<file path="config.mk">
export PLATFORM = sky130hd
export DESIGN_NAME = c_escape_string_decoder_unit_flat
export DESIGN_NICKNAME = d
export VERILOG_FILES = /design/src/rtl/ced_pkg.sv /design/src/rtl/ced_in_if.sv /design/src/rtl/ced_out_if.sv /design/src/rtl/c_escape_string_decoder_unit.sv /design/src/rtl/ced_front.sv /design/src/rtl/ced_back.sv /design/src/flat_wrapper.sv
export SDC_FILE = /design/constraint.sdc
export NUM_CORES = 1
export LEC_CHECK = 0
export ABC_AREA = 0
export BUFFER_PORTS_ARGS = -buffer_cell sky130_fd_sc_hd__buf_2
export CAP_MARGIN = 20
export CORE_MARGIN = 2
export CORE_UTILIZATION = 41
export DETAILED_ROUTE_END_ITERATION = 12
export PLACE_DENSITY = 0.53
export SLEW_MARGIN = 20
export SYNTH_ARGS = -nofsm -noshare
export SYNTH_HDL_FRONTEND = slang
export SYNTH_SLANG_ARGS = --single-unit
</file>
<file path="constraint.sdc">
create_clock -name clk -period 6.66 [get_ports clk]
set_input_delay 1.998 -clock clk [delete_from_list [all_inputs] [get_ports clk]]
set_output_delay 1.998 -clock clk [all_outputs]
set_load 0.02 [all_outputs]
</file>
<file path="src/rtl/ced_pkg.sv">
`timescale 1ns / 1ps

package ced_pkg;

	// Most bytes one source character can produce (broken escape plus flush).
	localparam int MAX_BYTES = 3;
	localparam int CNT_W     = $clog2(MAX_BYTES + 1);
	localparam int IDX_W     = $clog2(MAX_BYTES);

	// Decoded-byte queue between front and back.
	localparam int QUEUE_DEPTH = 2;
	localparam int QPTR_W      = (QUEUE_DEPTH > 1) ? $clog2(QUEUE_DEPTH) : 1;
	localparam int QCNT_W      = $clog2(QUEUE_DEPTH + 1);

	// One queue entry: the bytes decoded from one source character.
	typedef struct packed {
		logic [MAX_BYTES-1:0][7:0] bytes;
		logic [CNT_W-1:0]          count;
		logic                      eos;
	} entry_t;

endpackage

</file>
<file path="src/rtl/ced_in_if.sv">
`timescale 1ns / 1ps

interface ced_in_if;
	logic       valid;
	logic       ready;
	logic [7:0] in_char;
	logic       end_of_string;

	modport source (output valid, output in_char, output end_of_string, input ready);
	modport sink (input valid, input in_char, input end_of_string, output ready);
endinterface

</file>
<file path="src/rtl/ced_out_if.sv">
`timescale 1ns / 1ps

interface ced_out_if;
	logic       valid;
	logic       ready;
	logic [7:0] out_byte;
	logic       last;

	modport source (output valid, output out_byte, output last, input ready);
	modport sink (input valid, input out_byte, input last, output ready);
endinterface

</file>
<file path="src/rtl/c_escape_string_decoder_unit.sv">
`timescale 1ns / 1ps

// C escape-string decoder. Takes one source character per word on in_ch and
// emits decoded bytes on out_ch, last marking the final byte of a string. A
// character is accepted every cycle while the two-entry byte queue between
// the decoder front and the output side has room; a character that yields
// k bytes (0 to 3) is emitted as k output words at one byte per cycle while
// out_ready is high, so a run of multi-byte items slows input to that rate. An
// accepted character's bytes are registered in the queue before reaching out_ch.
module c_escape_string_decoder_unit (
	input  logic       clk,
	input  logic       arst_n,
	ced_in_if.sink     in_ch,
	ced_out_if.source  out_ch
);

	logic            q_full;
	logic            push;
	ced_pkg::entry_t push_entry;

	ced_front u_front (
		.clk           (clk),
		.arst_n        (arst_n),
		.in_valid      (in_ch.valid),
		.in_ready      (in_ch.ready),
		.in_char       (in_ch.in_char),
		.end_of_string (in_ch.end_of_string),
		.q_full        (q_full),
		.push          (push),
		.push_entry    (push_entry)
	);

	ced_back u_back (
		.clk        (clk),
		.arst_n     (arst_n),
		.push       (push),
		.push_entry (push_entry),
		.q_full     (q_full),
		.out_valid  (out_ch.valid),
		.out_ready  (out_ch.ready),
		.out_byte   (out_ch.out_byte),
		.last       (out_ch.last)
	);

endmodule

</file>
<file path="src/rtl/ced_front.sv">
`timescale 1ns / 1ps

module ced_front (
	input  logic            clk,
	input  logic            arst_n,
	input  logic            in_valid,
	output logic            in_ready,
	input  logic [7:0]      in_char,
	input  logic            end_of_string,
	input  logic            q_full,
	output logic            push,
	output ced_pkg::entry_t push_entry
);

	localparam logic [2:0] MODE_PLAIN  = 3'd0;
	localparam logic [2:0] MODE_BSLASH = 3'd1;
	localparam logic [2:0] MODE_OCT1   = 3'd2;
	localparam logic [2:0] MODE_OCT2   = 3'd3;
	localparam logic [2:0] MODE_HEXX   = 3'd4;
	localparam logic [2:0] MODE_HEX1   = 3'd5;

	localparam logic [7:0] CH_ZERO  = 8'h30;
	localparam logic [7:0] CH_THREE = 8'h33;
	localparam logic [7:0] CH_SEVEN = 8'h37;
	localparam logic [7:0] CH_NINE  = 8'h39;
	localparam logic [7:0] CH_X     = 8'h78;
	localparam logic [7:0] CH_BSL   = 8'h5c;

	logic [2:0] mode_q, mode_d;
	logic [7:0] lead_q, lead_d;
	logic [7:0] second_q, second_d;

	logic [ced_pkg::MAX_BYTES-1:0][7:0] b;
	logic [ced_pkg::CNT_W-1:0]          n;
	logic                               accept;

	function automatic logic is_oct(input logic [7:0] c);
		return c >= CH_ZERO && c <= CH_SEVEN;
	endfunction

	function automatic logic is_hex(input logic [7:0] c);
		return (c >= CH_ZERO && c <= CH_NINE) || (c >= 8'h61 && c <= 8'h66) ||
			(c >= 8'h41 && c <= 8'h46);
	endfunction

	// digits map by low nibble; letters a-f / A-F have low nibble 1..6
	function automatic logic [3:0] hex_val(input logic [7:0] c);
		return (c <= CH_NINE) ? c[3:0] : c[3:0] + 4'd9;
	endfunction

	function automatic logic [7:0] named(input logic [7:0] c);
		logic [7:0] r;
		case (c)
			8'h61: r = 8'd7;
			8'h62: r = 8'd8;
			8'h66: r = 8'd12;
			8'h6e: r = 8'd10;
			8'h72: r = 8'd13;
			8'h74: r = 8'd9;
			8'h76: r = 8'd11;
			default: r = c;
		endcase
		return r;
	endfunction

	function automatic logic [7:0] lead_byte(input logic [7:0] l);
		return (l == CH_ZERO) ? 8'd0 : l;
	endfunction

	always_comb begin
		logic brk;
		brk      = 1'b0;
		b        = '0;
		n        = '0;
		mode_d   = mode_q;
		lead_d   = lead_q;
		second_d = second_q;
		case (mode_q)
			MODE_BSLASH: begin
				if (in_char >= CH_ZERO && in_char <= CH_THREE) begin
					lead_d = in_char;
					mode_d = MODE_OCT1;
				end else if (in_char == CH_X) begin
					mode_d = MODE_HEXX;
				end else begin
					b[n[ced_pkg::IDX_W-1:0]] = named(in_char);
					n = n + 1'b1;
					mode_d = MODE_PLAIN;
				end
			end
			MODE_OCT1: begin
				if (is_oct(in_char)) begin
					second_d = in_char;
					mode_d   = MODE_OCT2;
				end else begin
					b[n[ced_pkg::IDX_W-1:0]] = lead_byte(lead_q);
					n = n + 1'b1;
					brk = 1'b1;
				end
			end
			MODE_OCT2: begin
				if (is_oct(in_char)) begin
					b[n[ced_pkg::IDX_W-1:0]] = {lead_q[1:0], second_q[2:0], in_char[2:0]};
					n = n + 1'b1;
					mode_d = MODE_PLAIN;
				end else begin
					b[n[ced_pkg::IDX_W-1:0]] = lead_byte(lead_q);
					n = n + 1'b1;
					b[n[ced_pkg::IDX_W-1:0]] = second_q;
					n = n + 1'b1;
					brk = 1'b1;
				end
			end
			MODE_HEXX: begin
				if (is_hex(in_char)) begin
					lead_d = in_char;
					mode_d = MODE_HEX1;
				end else begin
					b[n[ced_pkg::IDX_W-1:0]] = CH_X;
					n = n + 1'b1;
					brk = 1'b1;
				end
			end
			MODE_HEX1: begin
				if (is_hex(in_char)) begin
					b[n[ced_pkg::IDX_W-1:0]] = {hex_val(lead_q), hex_val(in_char)};
					n = n + 1'b1;
					mode_d = MODE_PLAIN;
				end else begin
					b[n[ced_pkg::IDX_W-1:0]] = CH_X;
					n = n + 1'b1;
					b[n[ced_pkg::IDX_W-1:0]] = lead_q;
					n = n + 1'b1;
					brk = 1'b1;
				end
			end
			default: begin
				brk = 1'b1;
			end
		endcase

		// broken escape or plain mode: the character is decoded as plain text, or a backslash starts a new escape
		if (brk) begin
			if (in_char == CH_BSL) begin
				mode_d = MODE_BSLASH;
			end else begin
				b[n[ced_pkg::IDX_W-1:0]] = in_char;
				n = n + 1'b1;
				mode_d = MODE_PLAIN;
			end
		end

		// end of string: flush whatever escape is still pending
		if (end_of_string) begin
			case (mode_d)
				MODE_BSLASH: begin
					b[n[ced_pkg::IDX_W-1:0]] = CH_BSL;
					n = n + 1'b1;
				end
				MODE_OCT1: begin
					b[n[ced_pkg::IDX_W-1:0]] = lead_byte(lead_d);
					n = n + 1'b1;
				end
				MODE_OCT2: begin
					b[n[ced_pkg::IDX_W-1:0]] = lead_byte(lead_d);
					n = n + 1'b1;
					b[n[ced_pkg::IDX_W-1:0]] = second_d;
					n = n + 1'b1;
				end
				MODE_HEXX: begin
					b[n[ced_pkg::IDX_W-1:0]] = CH_X;
					n = n + 1'b1;
				end
				MODE_HEX1: begin
					b[n[ced_pkg::IDX_W-1:0]] = CH_X;
					n = n + 1'b1;
					b[n[ced_pkg::IDX_W-1:0]] = lead_d;
					n = n + 1'b1;
				end
				default: begin
				end
			endcase
			mode_d   = MODE_PLAIN;
			lead_d   = '0;
			second_d = '0;
		end
	end

	assign in_ready = !q_full;
	assign accept   = in_valid && in_ready;
	assign push     = accept && (n != '0);

	assign push_entry.bytes = b;
	assign push_entry.count = n;
	assign push_entry.eos   = end_of_string;

	always_ff @(posedge clk or negedge arst_n) begin
		if (!arst_n) begin
			mode_q   <= MODE_PLAIN;
			lead_q   <= '0;
			second_q <= '0;
		end else if (accept) begin
			mode_q   <= mode_d;
			lead_q   <= lead_d;
			second_q <= second_d;
		end
	end

endmodule

</file>
<file path="src/rtl/ced_back.sv">
`timescale 1ns / 1ps

module ced_back (
	input  logic            clk,
	input  logic            arst_n,
	input  logic            push,
	input  ced_pkg::entry_t push_entry,
	output logic            q_full,
	output logic            out_valid,
	input  logic            out_ready,
	output logic [7:0]      out_byte,
	output logic            last
);

	ced_pkg::entry_t q_mem [ced_pkg::QUEUE_DEPTH];

	logic [ced_pkg::QPTR_W-1:0] wr_ptr_q, rd_ptr_q;
	logic [ced_pkg::QCNT_W-1:0] cnt_q;
	logic [ced_pkg::IDX_W-1:0]  idx_q;
	ced_pkg::entry_t            head;
	logic                       final_byte;
	logic                       pop;

	function automatic logic [ced_pkg::QPTR_W-1:0] ptr_inc(
		input logic [ced_pkg::QPTR_W-1:0] p);
		return (p == ced_pkg::QPTR_W'(ced_pkg::QUEUE_DEPTH - 1)) ? '0 : p + 1'b1;
	endfunction

	assign head       = q_mem[rd_ptr_q];
	assign final_byte = (ced_pkg::CNT_W'(idx_q) == head.count - 1'b1);
	assign q_full     = (cnt_q == ced_pkg::QCNT_W'(ced_pkg::QUEUE_DEPTH));
	assign out_valid  = (cnt_q != '0);
	assign out_byte   = head.bytes[idx_q];
	assign last       = head.eos && final_byte;
	assign pop        = out_valid && out_ready && final_byte;

	always_ff @(posedge clk) begin
		if (push) begin
			q_mem[wr_ptr_q] <= push_entry;
		end
	end

	always_ff @(posedge clk or negedge arst_n) begin
		if (!arst_n) begin
			wr_ptr_q <= '0;
			rd_ptr_q <= '0;
			cnt_q    <= '0;
			idx_q    <= '0;
		end else begin
			if (push) begin
				wr_ptr_q <= ptr_inc(wr_ptr_q);
			end
			if (pop) begin
				rd_ptr_q <= ptr_inc(rd_ptr_q);
				idx_q    <= '0;
			end else if (out_valid && out_ready) begin
				idx_q <= idx_q + 1'b1;
			end
			if (push && !pop) begin
				cnt_q <= cnt_q + 1'b1;
			end else if (pop && !push) begin
				cnt_q <= cnt_q - 1'b1;
			end
		end
	end

endmodule

</file>
<file path="src/flat_wrapper.sv">
// flat-port wrapper written by rule: the top's interface ports become plain ports
module c_escape_string_decoder_unit_flat 
  (clk, arst_n, in_ch_valid, in_ch_in_char, in_ch_end_of_string, in_ch_ready, out_ch_valid, out_ch_out_byte, out_ch_last, out_ch_ready);
  ced_in_if in_ch_i ();
  ced_out_if out_ch_i ();
  input  logic clk;
  input  logic arst_n;
  input wire logic [$bits(in_ch_i.valid)-1:0] in_ch_valid;
  input wire logic [$bits(in_ch_i.in_char)-1:0] in_ch_in_char;
  input wire logic [$bits(in_ch_i.end_of_string)-1:0] in_ch_end_of_string;
  output wire logic [$bits(in_ch_i.ready)-1:0] in_ch_ready;
  output wire logic [$bits(out_ch_i.valid)-1:0] out_ch_valid;
  output wire logic [$bits(out_ch_i.out_byte)-1:0] out_ch_out_byte;
  output wire logic [$bits(out_ch_i.last)-1:0] out_ch_last;
  input wire logic [$bits(out_ch_i.ready)-1:0] out_ch_ready;
  assign in_ch_i.valid = in_ch_valid;
  assign in_ch_i.in_char = in_ch_in_char;
  assign in_ch_i.end_of_string = in_ch_end_of_string;
  assign in_ch_ready = in_ch_i.ready;
  assign out_ch_valid = out_ch_i.valid;
  assign out_ch_out_byte = out_ch_i.out_byte;
  assign out_ch_last = out_ch_i.last;
  assign out_ch_i.ready = out_ch_ready;
  c_escape_string_decoder_unit u_core (.clk(clk), .arst_n(arst_n), .in_ch(in_ch_i), .out_ch(out_ch_i));
endmodule
</file>
# Yosys cells after proc, flatten, opt, wreduce, memory -nomap -nowiden

Memories as Yosys holds them, arrays and structs flattened.
Cells that the tools add are included.

Bits in registers: 25
Bits in writable memories: 54
Output and inout bits: 11
Word-level logic and storage cells: 162
Memories kept: 1

$add $sub $neg: 11
$lt $le $gt $ge: 16
Equality and inequality tests: 23
Multiplexer cells: 70
Bitwise operators: 6
Reduce and logical (&&, ||, !) cells: 28

Memories:

| name                | words | width | rd ports | clocked after Yosys merged registers in | wr ports | line           | RTL |
|---|---|---|---|---|---|---|---|
| u_core.u_back.q_mem | 2     | 27    | 1        | 0                                       | 1        | ced_back.sv:15 | `ced_pkg::entry_t q_mem [ced_pkg::QUEUE_DEPTH];` |

Operators by type and width:

| kind               | number |
|---|---|
| $mux 8             | 19 |
| $pmux 24 s5        | 1 |
| $bwmux 24          | 4 |
| $eq 8x7->1 const B | 9 |
| $mux 24            | 3 |
| $pmux 8 s7         | 1 |
| $demux 8 s2        | 3 |
| $pmux 8 s5         | 1 |
| $le 8x6->1 const B | 4 |
| $pmux 8 s2         | 2 |
| $and 12x12->12     | 2 |
| $mux 3             | 8 |
| $not 12->12        | 2 |
| $or 12x12->12      | 2 |
| $mux 2             | 9 |
| $bmux 8 s2         | 1 |
| $eq 8x6->1 const B | 2 |
| $ge 8x7->1 const B | 2 |
| $le 8x7->1 const B | 2 |
| $logic_and 1x1->1  | 15 |
| $pmux 3 s5         | 1 |
| $eq 3x2->1 const B | 4 |
| $eq 3x3->1 const B | 4 |
| $lt 2x3->1 const B | 4 |
| 20 further kinds   | 49 |

# Depth between registers and ports, before layout

Gate-level depths: netlist of the first run.

Depth after elaboration: 19
Gate-level depth with buffers: 20
Depth with buffers taken out: 18

# By module

Synthesis of the first run repeated with hierarchy kept, for this count alone.

Cell total of the unflattened synthesis: 685
Area total of the unflattened synthesis: 6378.6 um^2

By module, submodules not included:

| module    | times used | cells an instance | area each (um^2) | seq. area each (um^2) |
|---|---|---|---|---|
| ced_front | 1          | 538               | 3862.5           | 475.5 |
| ced_back  | 1          | 147               | 2516.2           | 1771.7 |

# Worst setup path before layout of the first run

Ideal clock, no wire load.

Kind: input to register
Start: in in_ch_in_char[1]
End: mem u_core.u_back.q_mem[0][0] (netlist name), enable pin
Setup time: 414 ps
Arrival time: 6774 ps
Required time: 6246 ps
Slack: -528 ps
Stages on the path: 17
Path buffers: 2
Cell sequence: clkbuf_1 -> inv_1 -> ha_1 -> nor4b_1 -> or4_4 -> nor3_4 -> nor4_4 -> ha_1 -> mux2_4 -> inv_1 -> ha_1 -> clkbuf_1 -> clkinv_1 -> a21oi_1 -> a221o_1 -> o21a_1 -> nor2b_1

RTL lines:

| what            | line              | RTL |
|---|---|---|
| start, declared | flat_wrapper.sv:9 | `input wire logic [$bits(in_ch_i.in_char)-1:0] in_ch_in_char;` |
| end, declared   | ced_back.sv:15    |  |

==> impl_results.md, run 1 <==
* Status: finished, final reports clean
* Die height at between 100 and 150 um
* Multi-input logic area at 0.00320 mm^2
* Top cell type's share of synthesized area at 0.283
* Setup TNS at 0 ns
* Max Root-Sink Buffers at 2
* Max-slew violation count at 0
* Ant diodes at 0
* Main flop type after synthesis: edfxtp_1
* Worst reg-to-reg setup slack at 2.65 ns
* Number of iterations in the first detailed-routing pass at 5
* First-pass GRT wire length at 30200 um
* Ys async rst share at 0.316
* Post-synth EDFFs at 54
* Root buf cell: clkbuf_16
* CTS-repair resized insts at 0
* Maximum capacitance violations at 0
* Post-synth cell types at 81
* Top-count cell post-synth: nand2_1
* DR DRC count at 0
* Die W at 122 um
* Yosys warnings at 0
* Area of the mapped netlist at between 0.005 and 0.006 mm^2
* Post-Synthesis Cells at between 600 and 700
* Post-synth top cells: 63 x nand2_1, 58 x o21ai_0, 54 x edfxtp_1, 53 x a21oi_1, 42 x nor2_1
* VDD IR-drop max at 132 uV
* Critical Setup Path Class: input pin to flip-flop
* Drt total wl at 19900 um
* Vias in the first global route at 5072
* Mean number of vias per cell at 6.48
* Die area at 0.0149 mm^2
* Slew margin rel. at 0.217
* CP max FO at 27
* Antenna violations before repair at 0
* WL/cell at 24.2 um
* CTS tree: built
* Mean post-synth cell area at 9.23 um^2
* I/O Buffers at 23
* TritonCTS sink count at 79
* Clk slew on worst S/H paths at about 0.06 ns
* Fillers at 1370
* Post-CTS Setup Inserts at 0
* Worst-skew pair later-pin latency at 0.34 ns
* Antenna viol nets, final at 0
* # nets final at 667
* Period utilization at 0.874
* H-tree depth at 3
* Required time worst endpoint at 6.69 ns
* Worst path arrival time at 5.85 ns
* Vias at 5318
* Clock skew at approximately 0.013 ns
* Power per Cell Area at 266 mW/mm^2
* CP endpoint kind: flip-flop
* Yosys top cell by area: edfxtp_1
* Syn nets at 651
* Seq/Total Area, Yosys at 0.393
* Gpl congestion at 0.993
* Final Hold Fails at 0
* FF-to-FF Start: u_core.u_front.mode_q[2]
* Unrepaired setup endpoints after global routing: no
* Core area at around 0.014 mm^2
* Layout cell share with drive strength beyond 1 at 0.151
* Hold buffer count at CTS at 0
* Synth-to-layout area growth at 12.0%
* Global route overflow at 0
* Beginning of the critical path: in_ch_in_char[0]
* Row cnt at 43
* FF-to-FF End: u_core.u_back.q_mem[1][8]
* Initial DRC Count at 662
* GRT Util Overall at 0.273
* FF-to-FF path depth at 14
* I/O pins at 24
* P_leak at between 2 and 2.5 nW
* Worst hold path class: flip-flop to flip-flop
* Initial cell density of the core at 0.415
* Seq cells post-synth at between 70 and 80
* Pin count of the biggest net entering global routing at 28
* Final Instance Area at 0.00641 mm^2
* Worst setup SP type: input pin
* Sequential Area at 0.00225 mm^2
* Min-delay src: u_core.u_back.cnt_q[1]
* Dpl cell area at 0.00611 mm^2
* HPWL after DPL at 14500 um
* F_max at approximately 170 MHz
* Fin crit period at 5.82 ns
* Critical Path Sink: u_core.u_back.q_mem[1][8]
* Synth top area cells: edfxtp_1 28%, dfrtp_1 11%, o21ai_0 5.1%
* Slew @ Worst Pin at about 1.2 ns
* Setup violators final at 0
* Total CTS buffers at 9
==> power by group <==
group / switching (mW) / leakage (nW) / internal [mW]
clock: 0.201 / 0.135 / 0.292
sequential: 0.0506 / 0.844 / 0.631
combinational: 0.317 / 1.40 / 0.211
==> worst min path at each step <==
stage	endpoint	slack (ns)	cells after the start
floorplan	u_core.u_back.cnt_q[1]	0.46	1
global placement	u_core.u_back.cnt_q[1]	0.47	1
detailed placement	u_core.u_back.cnt_q[1]	0.48	1
CTS	u_core.u_back.cnt_q[1]	0.49	1
global route	u_core.u_back.cnt_q[1]	0.54	1
finish	u_core.u_back.cnt_q[1]	0.49	1
==> layout by cell type (no fill, tap or decap), drive strengths merged, types with 7 or more instances in the layout <==
| master | Yosys | layout |
|---|---|---|
| o21ai | 60 | 60 |
| edfxtp | 54 | 54 |
| mux2i | 12 | 12 |
| ha | 18 | 18 |
| dfrtp | 25 | 25 |
| mux4 | 8 | 8 |
| a22oi | 19 | 19 |
| a221oi | 7 | 7 |
| nor2 | 43 | 43 |
| inv | 28 | 29 |
| nand2 | 63 | 63 |
| a21oi | 54 | 54 |
| nor2b | 7 | 7 |
| nand3 | 13 | 13 |
| buf | 10 | 48 |
| a31oi | 9 | 9 |
| o22ai | 15 | 15 |
| nand2b | 9 | 9 |
| clkbuf | 33 | 10 |
| nor3 | 19 | 19 |
==> metal layers <==
| metal | global-route usage | part of all wire | up-vias |
|---|---|---|---|
| met3 | 0.0482 | 0.081 | 58 |
| met2 | 0.448 | 0.48 | 287 |
| li1 | - | - | 2391 |
| met5 | 0 | 0 | - |
| met4 | 0.122 | 0.034 | 0 |
| met1 | 0.354 | 0.41 | 2582 |
==> stage by stage <==
step | total power, mW | setup WS [ns] | hold WS, ns | util | std cells
6_report | 1.70 | 0.839 | 0.494 | 0.465 | 821
5_1_grt | 1.79 | 0.576 | 0.535 | 0.465 | 821
4_1_cts | 1.72 | 0.877 | 0.493 | 0.465 | 821
3_5_place_dp | 1.23 | 0.533 | 0.484 | 0.444 | 805
3_3_place_gp | 1.22 | 0.616 | 0.472 | 0.444 | 805
2_1_floorplan | 1.05 | 0.0469 | 0.457 | - | 620
==> state kept, by name (all words and copies together), names as in the netlist <==
| signal | flops |
|---|---|
| u_core.u_front.second_q | 8 |
| u_core.u_back.idx_q | 2 |
| u_core.u_back.wr_ptr_q | 1 |
| u_core.u_back.cnt_q | 2 |
| u_core.u_back.rd_ptr_q | 1 |
| u_core.u_front.lead_q | 8 |
| u_core.u_back.q_mem | 54 |
| u_core.u_front.mode_q | 3 |
==> worst max-delay path: stages <==
cell      delay (ns)
buf_2           0.16
inv_1           0.18
ha_1            0.21
nor4b_1         0.53
or4_4           0.28
nor3_4          0.08
nor4_4          0.42
ha_1            0.31
mux2_4          0.30
inv_1           0.11
ha_1            0.17
clkinv_1        0.12
a21oi_1         0.15
a221o_1         0.19
o21a_1          0.23
and2_1          0.19
buf_12          0.20
==> cells by family after synthesis <==
group                      Yosys count  share of synthesized area
buffers and inverters               73                     0.0494
and+or+nand+nor                    189                      0.176
DFF                                 79                      0.393
xor gates and xnor gates            12                     0.0197
muxes                               21                     0.0551
adders and majority gates           18                     0.0394
AOI/OAI and AO/OA                  228                      0.267
==> area by class of cell <==
type / count / share of cell area
multi-input cells: 468 / 0.499
inverters: 30 / 0.0176
flip-flops and latches: 79 / 0.351
clock inverters: 6 / 0.0109
well taps: 180 / 0.0351
clock buffers: 10 / 0.0357
repair buffers: 48 / 0.0511
No activity file was read; power rests on OpenSTA's default activity.
==> run 2: changes to the inputs <==
--- a/config.mk
+++ b/config.mk
@@ -8,6 +8,7 @@
 export ABC_AREA = 0
 export BUFFER_PORTS_ARGS = -buffer_cell sky130_fd_sc_hd__buf_2
 export CAP_MARGIN = 20
+export CORE_ASPECT_RATIO = 2
 export CORE_MARGIN = 2
 export CORE_UTILIZATION = 41
 export DETAILED_ROUTE_END_ITERATION = 12
==> run 2 against run 1 <==
Cell area decreased by 0.86%. Clock power is 6.9% lower. Fmax is 0.22% higher. Flip-flop and latch count unchanged. Largest cell class unchanged. Largest power group unchanged. Wire length fell by 2.4%. Register-to-register slack worse by 0.08 ns. Core utilization decreased by 0.28 points. Sequential power is essentially flat. Count of clock-buffer cells in the layout shrank 1. Sequential share of layout area up 0.30 points. Clock skew fell by 0.0059 ns. First-iteration DRC count shrank 8.2%.
==> impl_results.md, run 2 (synthesized netlist as in run 1, its figures left out) <==
* Status: finished, final reports clean
* Clock power frac at 0.275
* Placed cell count at roughly 780
* Die height at 171 um
* Vias at around 5200
* VDD IR-drop max at around 220 uV
* CP endpoint kind: flip-flop
* Slew @ Worst Pin at 0.866 ns
* F_max at 172 MHz
* Gpl congestion at 1.00
* Cell breakdown of the critical path: buf_2 -> inv_1 -> ha_1 -> nor4b_1 -> or4_4 -> nor3_4 -> nor4_4 -> ha_1 -> mux2_4 -> inv_1 -> ha_1 -> clkinv_1 -> buf_4 -> a21boi_0 -> nand2_1 -> a311oi_1 -> o22ai_1
* Beginning of the critical path: in_ch_in_char[1]
* Initial cell density of the core at 0.416
* Mean number of vias per cell at between 6 and 7
* # nets final at 666
* Root buf cell: clkbuf_16
* Die area at 0.0150 mm^2
* PnR worst setup slack at roughly 0.85 ns
* Ant diodes at 0
* Delay-heaviest family, CP: simple AND/OR/NAND/NOR gates
* Drt total wl at 19400 um
* Worst path max stage delay at 0.55 ns
* I/O pins at 24
* Worst setup SP type: input pin
* I/O Buffers at 23
* Worst hold path class: flip-flop to flip-flop
* Clock skew at between 0.006 and 0.007 ns
* Worst-skew pair later-pin latency at 0.34 ns
* Commonest non-fill, non-tap cell in the layout: nand2_1
* Setup violators final at 0
* GRT Util Overall at 0.265
* CP max FO at 9
* Final Hold Fails at 0
* Clk slew on worst S/H paths at roughly 0.060 ns
* Power share of the sequential group at 0.409
* Max-slew violation count at 0
* Core area at 0.0137 mm^2
* Buffers & Inverters on Critical Path at 5
* Initial DRC Count at 608
* Sw Share at 0.342
* FF-to-FF Start: u_core.u_front.mode_q[2]
* Period utilization at 0.872
* Pin count of the biggest net entering global routing at 28
* Combinational power share at 0.316
* Non-Filler Instances at around 800
* Max FFs per register at 54
* Maximum capacitance violations at 0
* CTS tree: built
* Number of iterations in the first detailed-routing pass at 6
* Setup TNS at 0 ns
* P_leak at 2.38 nW
* Row cnt at 61
* Power per Cell Area at roughly 260 mW/mm^2
* Hold buffer count at CTS at 0
* Critical Setup Path Class: input pin to flip-flop
* Fin crit period at 5.81 ns
* Post-CTS Setup Inserts at 0
* Fillers at ~1300
* Synth-to-layout area growth at 11.1%
* Global route overflow at 0
* First-pass GRT wire length at 29500 um
* Largest Register: u_core.u_back.q_mem
* WL/cell at 24.4 um
* Die W at approximately 90 um
* Total CTS buffers at 9
* Most frequent cell on the critical path: ha_1
* DR DRC count at 0
* Slew margin rel. at 0.421
* Slowest CP cell: nor4b_1
* Commonest cells after routing, fill and taps aside: 63 x nand2_1, 58 x o21ai_0, 54 x edfxtp_1
* Antenna violations before repair at 0
* TritonCTS sink count at roughly 80
* CTS-repair resized insts at 0
* Biggest regs: u_core.u_back.q_mem: 54 flops, u_core.u_front.lead_q: 8 flops, u_core.u_front.second_q: 8 flops
* H-tree depth at 3
* Unrepaired setup endpoints after global routing: no
* Antenna viol nets, final at 0
* Min-delay src: u_core.u_back.cnt_q[1]
* Pint at 1.10 mW
* HPWL after DPL at 14200 um
* NetSw at 0.571 mW
* Worst path arrival time at 5.88 ns
* Layout cell share with drive strength beyond 1 at 0.152
* Required time worst endpoint at 6.73 ns
* Post-place setup slack at 0.600 ns
* Max Root-Sink Buffers at 2
* Vias in the first global route at 5018
[run 2: cell count changes in the layout (fill, tap and decap cells not counted), sizes merged]
| cell | previous run | this run |
|---|---|---|
| clkinvlp | 3 | 2 |
| bufinv | 1 | 0 |
| inv | 29 | 30 |
| buf | 48 | 47 |
| clkinv | 3 | 5 |
| clkbuf | 10 | 9 |
[run 2: final timing paths]
| path | endpoint | slack (ns) | cells after the start |
|---|---|---|---|
| max in group asynchronous | u_core.u_front.second_q[3] | 4.62 | 1 |
| setup reg to reg | u_core.u_back.q_mem[0][15] | 2.57 | 14 |
| hold reg to reg | u_core.u_back.cnt_q[1] | 0.49 | 1 |
| min in group asynchronous | u_core.u_front.mode_q[2] | 1.65 | 1 |
| hold / removal | u_core.u_back.cnt_q[1] | 0.49 | 1 |
| setup / recovery | u_core.u_back.q_mem[0][15] | 0.85 | 17 |
[run 2: per-layer routing]
layer	vias to the layer above	share of wire	global-route usage
li1	2388	-	-
met4	0	0.056	0.148
met1	2506	0.40	0.350
met2	273	0.48	0.412
met5	-	0	0
met3	65	0.063	0.0376
[run 2: power groups by stage]
stage	clock network [mW]	logic, mW	registers, mW
3_3_place_gp	0	0.535	0.691
6_report	0.459	0.527	0.682
3_5_place_dp	0	0.535	0.693
4_1_cts	0.472	0.537	0.683
2_1_floorplan	0	0.387	0.667
5_1_grt	0.496	0.577	0.692
[run 2: area by class of cell]
| class | instances | area, um^2 | area share |
|---|---|---|---|
| Tap cell | 157 | 196 | 0.0309 |
| Clock inverter | 7 | 55.1 | 0.00866 |
| Clock buffer | 9 | 225 | 0.0354 |
| Sequential cell | 79 | 2250 | 0.354 |
| Multi-Input combinational cell | 468 | 3200 | 0.503 |
| Timing Repair Buffer | 47 | 320 | 0.0504 |
| Inverter | 30 | 113 | 0.0177 |
[run 2: per-stage QoR]
stage | hold WS (ns) | util | area, um^2 | power, mW
finish | 0.490 | 0.463 | 6360 | 1.67
global route | 0.516 | 0.463 | 6360 | 1.76
global placement | 0.478 | 0.442 | 6080 | 1.23
detailed placement | 0.489 | 0.442 | 6080 | 1.23
CTS | 0.497 | 0.463 | 6360 | 1.69
floorplan | 0.457 | - | 5730 | 1.05
==> run 3: changes to the inputs <==
--- a/config.mk
+++ b/config.mk
@@ -11,6 +11,7 @@
 export CORE_ASPECT_RATIO = 2
 export CORE_MARGIN = 2
 export CORE_UTILIZATION = 41
+export CTS_BUF_LIST = sky130_fd_sc_hd__clkbuf_8
 export DETAILED_ROUTE_END_ITERATION = 12
 export PLACE_DENSITY = 0.53
 export SLEW_MARGIN = 20
==> constraint.sdc (replaced) <==
create_clock -name clk -period 7.3 [get_ports clk]
set_input_delay 2.19 -clock clk [delete_from_list [all_inputs] [get_ports clk]]
set_output_delay 2.19 -clock clk [all_outputs]
set_load 0.02 [all_outputs]
==> run 3 against run 2 <==
Cell count down 0.38%. First-iteration DRC count up 8.6%. Worst hold slack worse by 0.0039 ns. Combinational power down 11%. Critical path type unchanged. Highest routed layer unchanged.
==> impl_results.md, run 3 (synthesized netlist as in run 1, its figures left out) <==
* Status: finished, final reports clean
* Final Hold Fails at 0
* Mean number of vias per cell at 6.61
* TritonCTS sink count at 79
* Post-place setup slack at around 0.67 ns
* Drt total wl at between 15000 and 20000 um
* Worst hold path class: flip-flop to flip-flop
* Number of iterations in the first detailed-routing pass at 5
* Period utilization at 0.873
* CP max FO at 27
* Clk slew on worst S/H paths at 0.08 ns
* Pin count of the biggest net entering global routing at 28
* Hold buffer count at CTS at 0
* Worst setup SP type: input pin
* Layout cell share with drive strength beyond 1 at 0.149
* Global route overflow at 0
* FF-to-FF End: u_core.u_back.q_mem[0][3]
* Core area at 0.0137 mm^2
* P_leak at 2.32 nW
* Final Instance Area at 0.00623 mm^2
* Vias in the first global route at 4985
* Max Root-Sink Buffers at 2
* Maximum capacitance violations at 0
* Unrepaired setup endpoints after global routing: no
* Biggest regs: u_core.u_back.q_mem: 54 flops, u_core.u_front.lead_q: 8 flops, u_core.u_front.second_q: 8 flops
* CTS-repair resized insts at 0
* Clock power frac at 0.234
* Worst path arrival time at around 6.4 ns
* Finished Core Util at 0.454
* Non-Filler Instances at between 700 and 800
* Worst-skew pair later-pin latency at 0.36 ns
* Largest Register: u_core.u_back.q_mem
* Post-CTS Setup Inserts at 0
* Fin Hold WS at approximately 0.49 ns
* Power share of the sequential group at 0.436
* Max FFs per register at between 50 and 60
* I/O pins at 24
* Dpl cell area at 0.00603 mm^2
* Critical Setup Path Class: input pin to flip-flop
* # nets final at 663
* WL/cell at about 24 um
* Clock skew at roughly 0.019 ns
* Hold depth at 1
* Sw Share at 0.355
* H-tree depth at 3
* Total CTS buffers at 9
* PnR worst setup slack at 0.929 ns
* GRT Util Overall at 0.266
* Synth-to-layout area growth at 8.90%
* Die area at roughly 0.015 mm^2
* CP endpoint kind: flip-flop
* Vias at 5251
* DR DRC count at 0
* Power, Total at ~1.4 mW
* Antenna violations before repair at 0
* Max-slew violation count at 0
* Slew margin rel. at 0.399
* Pint at 0.919 mW
* Die height at 171 um
* Commonest cells after routing, fill and taps aside: 63 x nand2_1, 58 x o21ai_0, 54 x edfxtp_1
* VDD IR-drop max at roughly 150 uV
* NetSw at 0.505 mW
* Ant diodes at 0
* Row cnt at 61
* Worst Hold End: u_core.u_back.cnt_q[1]
* Antenna viol nets, final at 0
* Fin crit period at 6.37 ns
* CTS tree: built
* Initial DRC Count at 660
* Root buf cell: clkbuf_8
* Setup TNS at 0 ns
* Die W at between 80 and 90 um
* Worst reg-to-reg setup slack at 2.83 ns
* F_max at 157 MHz
* HPWL after DPL at 14000 um
* Required time worst endpoint at 7.32 ns
* Placed cell count at approximately 780
* FF-to-FF Start: u_core.u_front.mode_q[2]
* Slew @ Worst Pin at 0.899 ns
* Commonest non-fill, non-tap cell in the layout: nand2_1
* Initial cell density of the core at 0.416
* I/O Buffers at 23
* Min-delay src: u_core.u_back.cnt_q[1]
* Setup violators final at 0
* Gpl congestion at 0.958
* Combinational power share at 0.330
* FF-to-FF path depth at 14
* First-pass GRT wire length at between 20000 and 30000 um
* Power per Cell Area at 228 mW/mm^2
==> run 3: cell types whose count changed in the layout (fill, tap and decap cells not counted), sizes merged <==
| cell | change |
|---|---|
| buf | -3 |
| bufinv | +1 |
| clkinv | -1 |
==> run 3: final cells by class <==
| type | count | area, um^2 |
|---|---|---|
| fill | 1345 | 7510 |
| sequential | 79 | 2250 |
| multi-input combinational | 468 | 3200 |
| tap | 157 | 196 |
| inverter | 30 | 113 |
| timing repair buffer | 44 | 273 |
| clock buffer | 9 | 124 |
| clock inverter | 7 | 78.8 |
==> run 3: worst max-delay path by stage <==
stage | start | endpoint | slack (ns) | cells past startpoint
after CTS | in_ch_in_char[0] | u_core.u_back.q_mem[0][1] | 1.0 | 18
after detailed placement | in_ch_in_char[0] | u_core.u_back.q_mem[0][11] | 0.67 | 18
after floorplan | in_ch_in_char[1] | u_core.u_back.q_mem[0][0] | 0.42 | 17
after global routing | in_ch_in_char[0] | u_core.u_back.q_mem[0][6] | 0.61 | 17
after global placement | in_ch_in_char[1] | u_core.u_back.q_mem[0][24] | 0.75 | 17
final | in_ch_in_char[1] | u_core.u_back.q_mem[0][3] | 0.93 | 18
==> run 3: critical path, cell delays in order <==
cell and delay (ns):
buf_2 0.10, inv_1 0.18, ha_1 0.30, nand4b_1 0.24, a211oi_1 0.36, nor4b_2 0.08, buf_4 0.18, nor4_4 0.42
ha_1 0.30, mux2_4 0.29, inv_1 0.10, ha_1 0.18, clkinv_1 0.24, a21oi_1 0.22, a221o_1 0.21, o21a_1 0.23
nor2b_2 0.17, buf_4 0.35
==> run 3: routing by layer <==
metal / routed length (um) / up-vias / part of all wire / global-route usage
met3: 1340 / 52 / 0.070 / 0.0357
met2: 9360 / 271 / 0.49 / 0.436
met1: 7690 / 2549 / 0.40 / 0.359
met4: 747 / 0 / 0.039 / 0.0903
met5: 0 / - / 0 / 0
li1: - / 2379 / - / -
==> run 3: power by group through the flow <==
stage / logic, mW / registers [mW] / clock network [mW]
floorplan: 0.351 / 0.608 / 0
global placement: 0.478 / 0.630 / 0
CTS: 0.478 / 0.622 / 0.344
finish: 0.470 / 0.620 / 0.333
detailed placement: 0.476 / 0.632 / 0
global route: 0.518 / 0.630 / 0.362
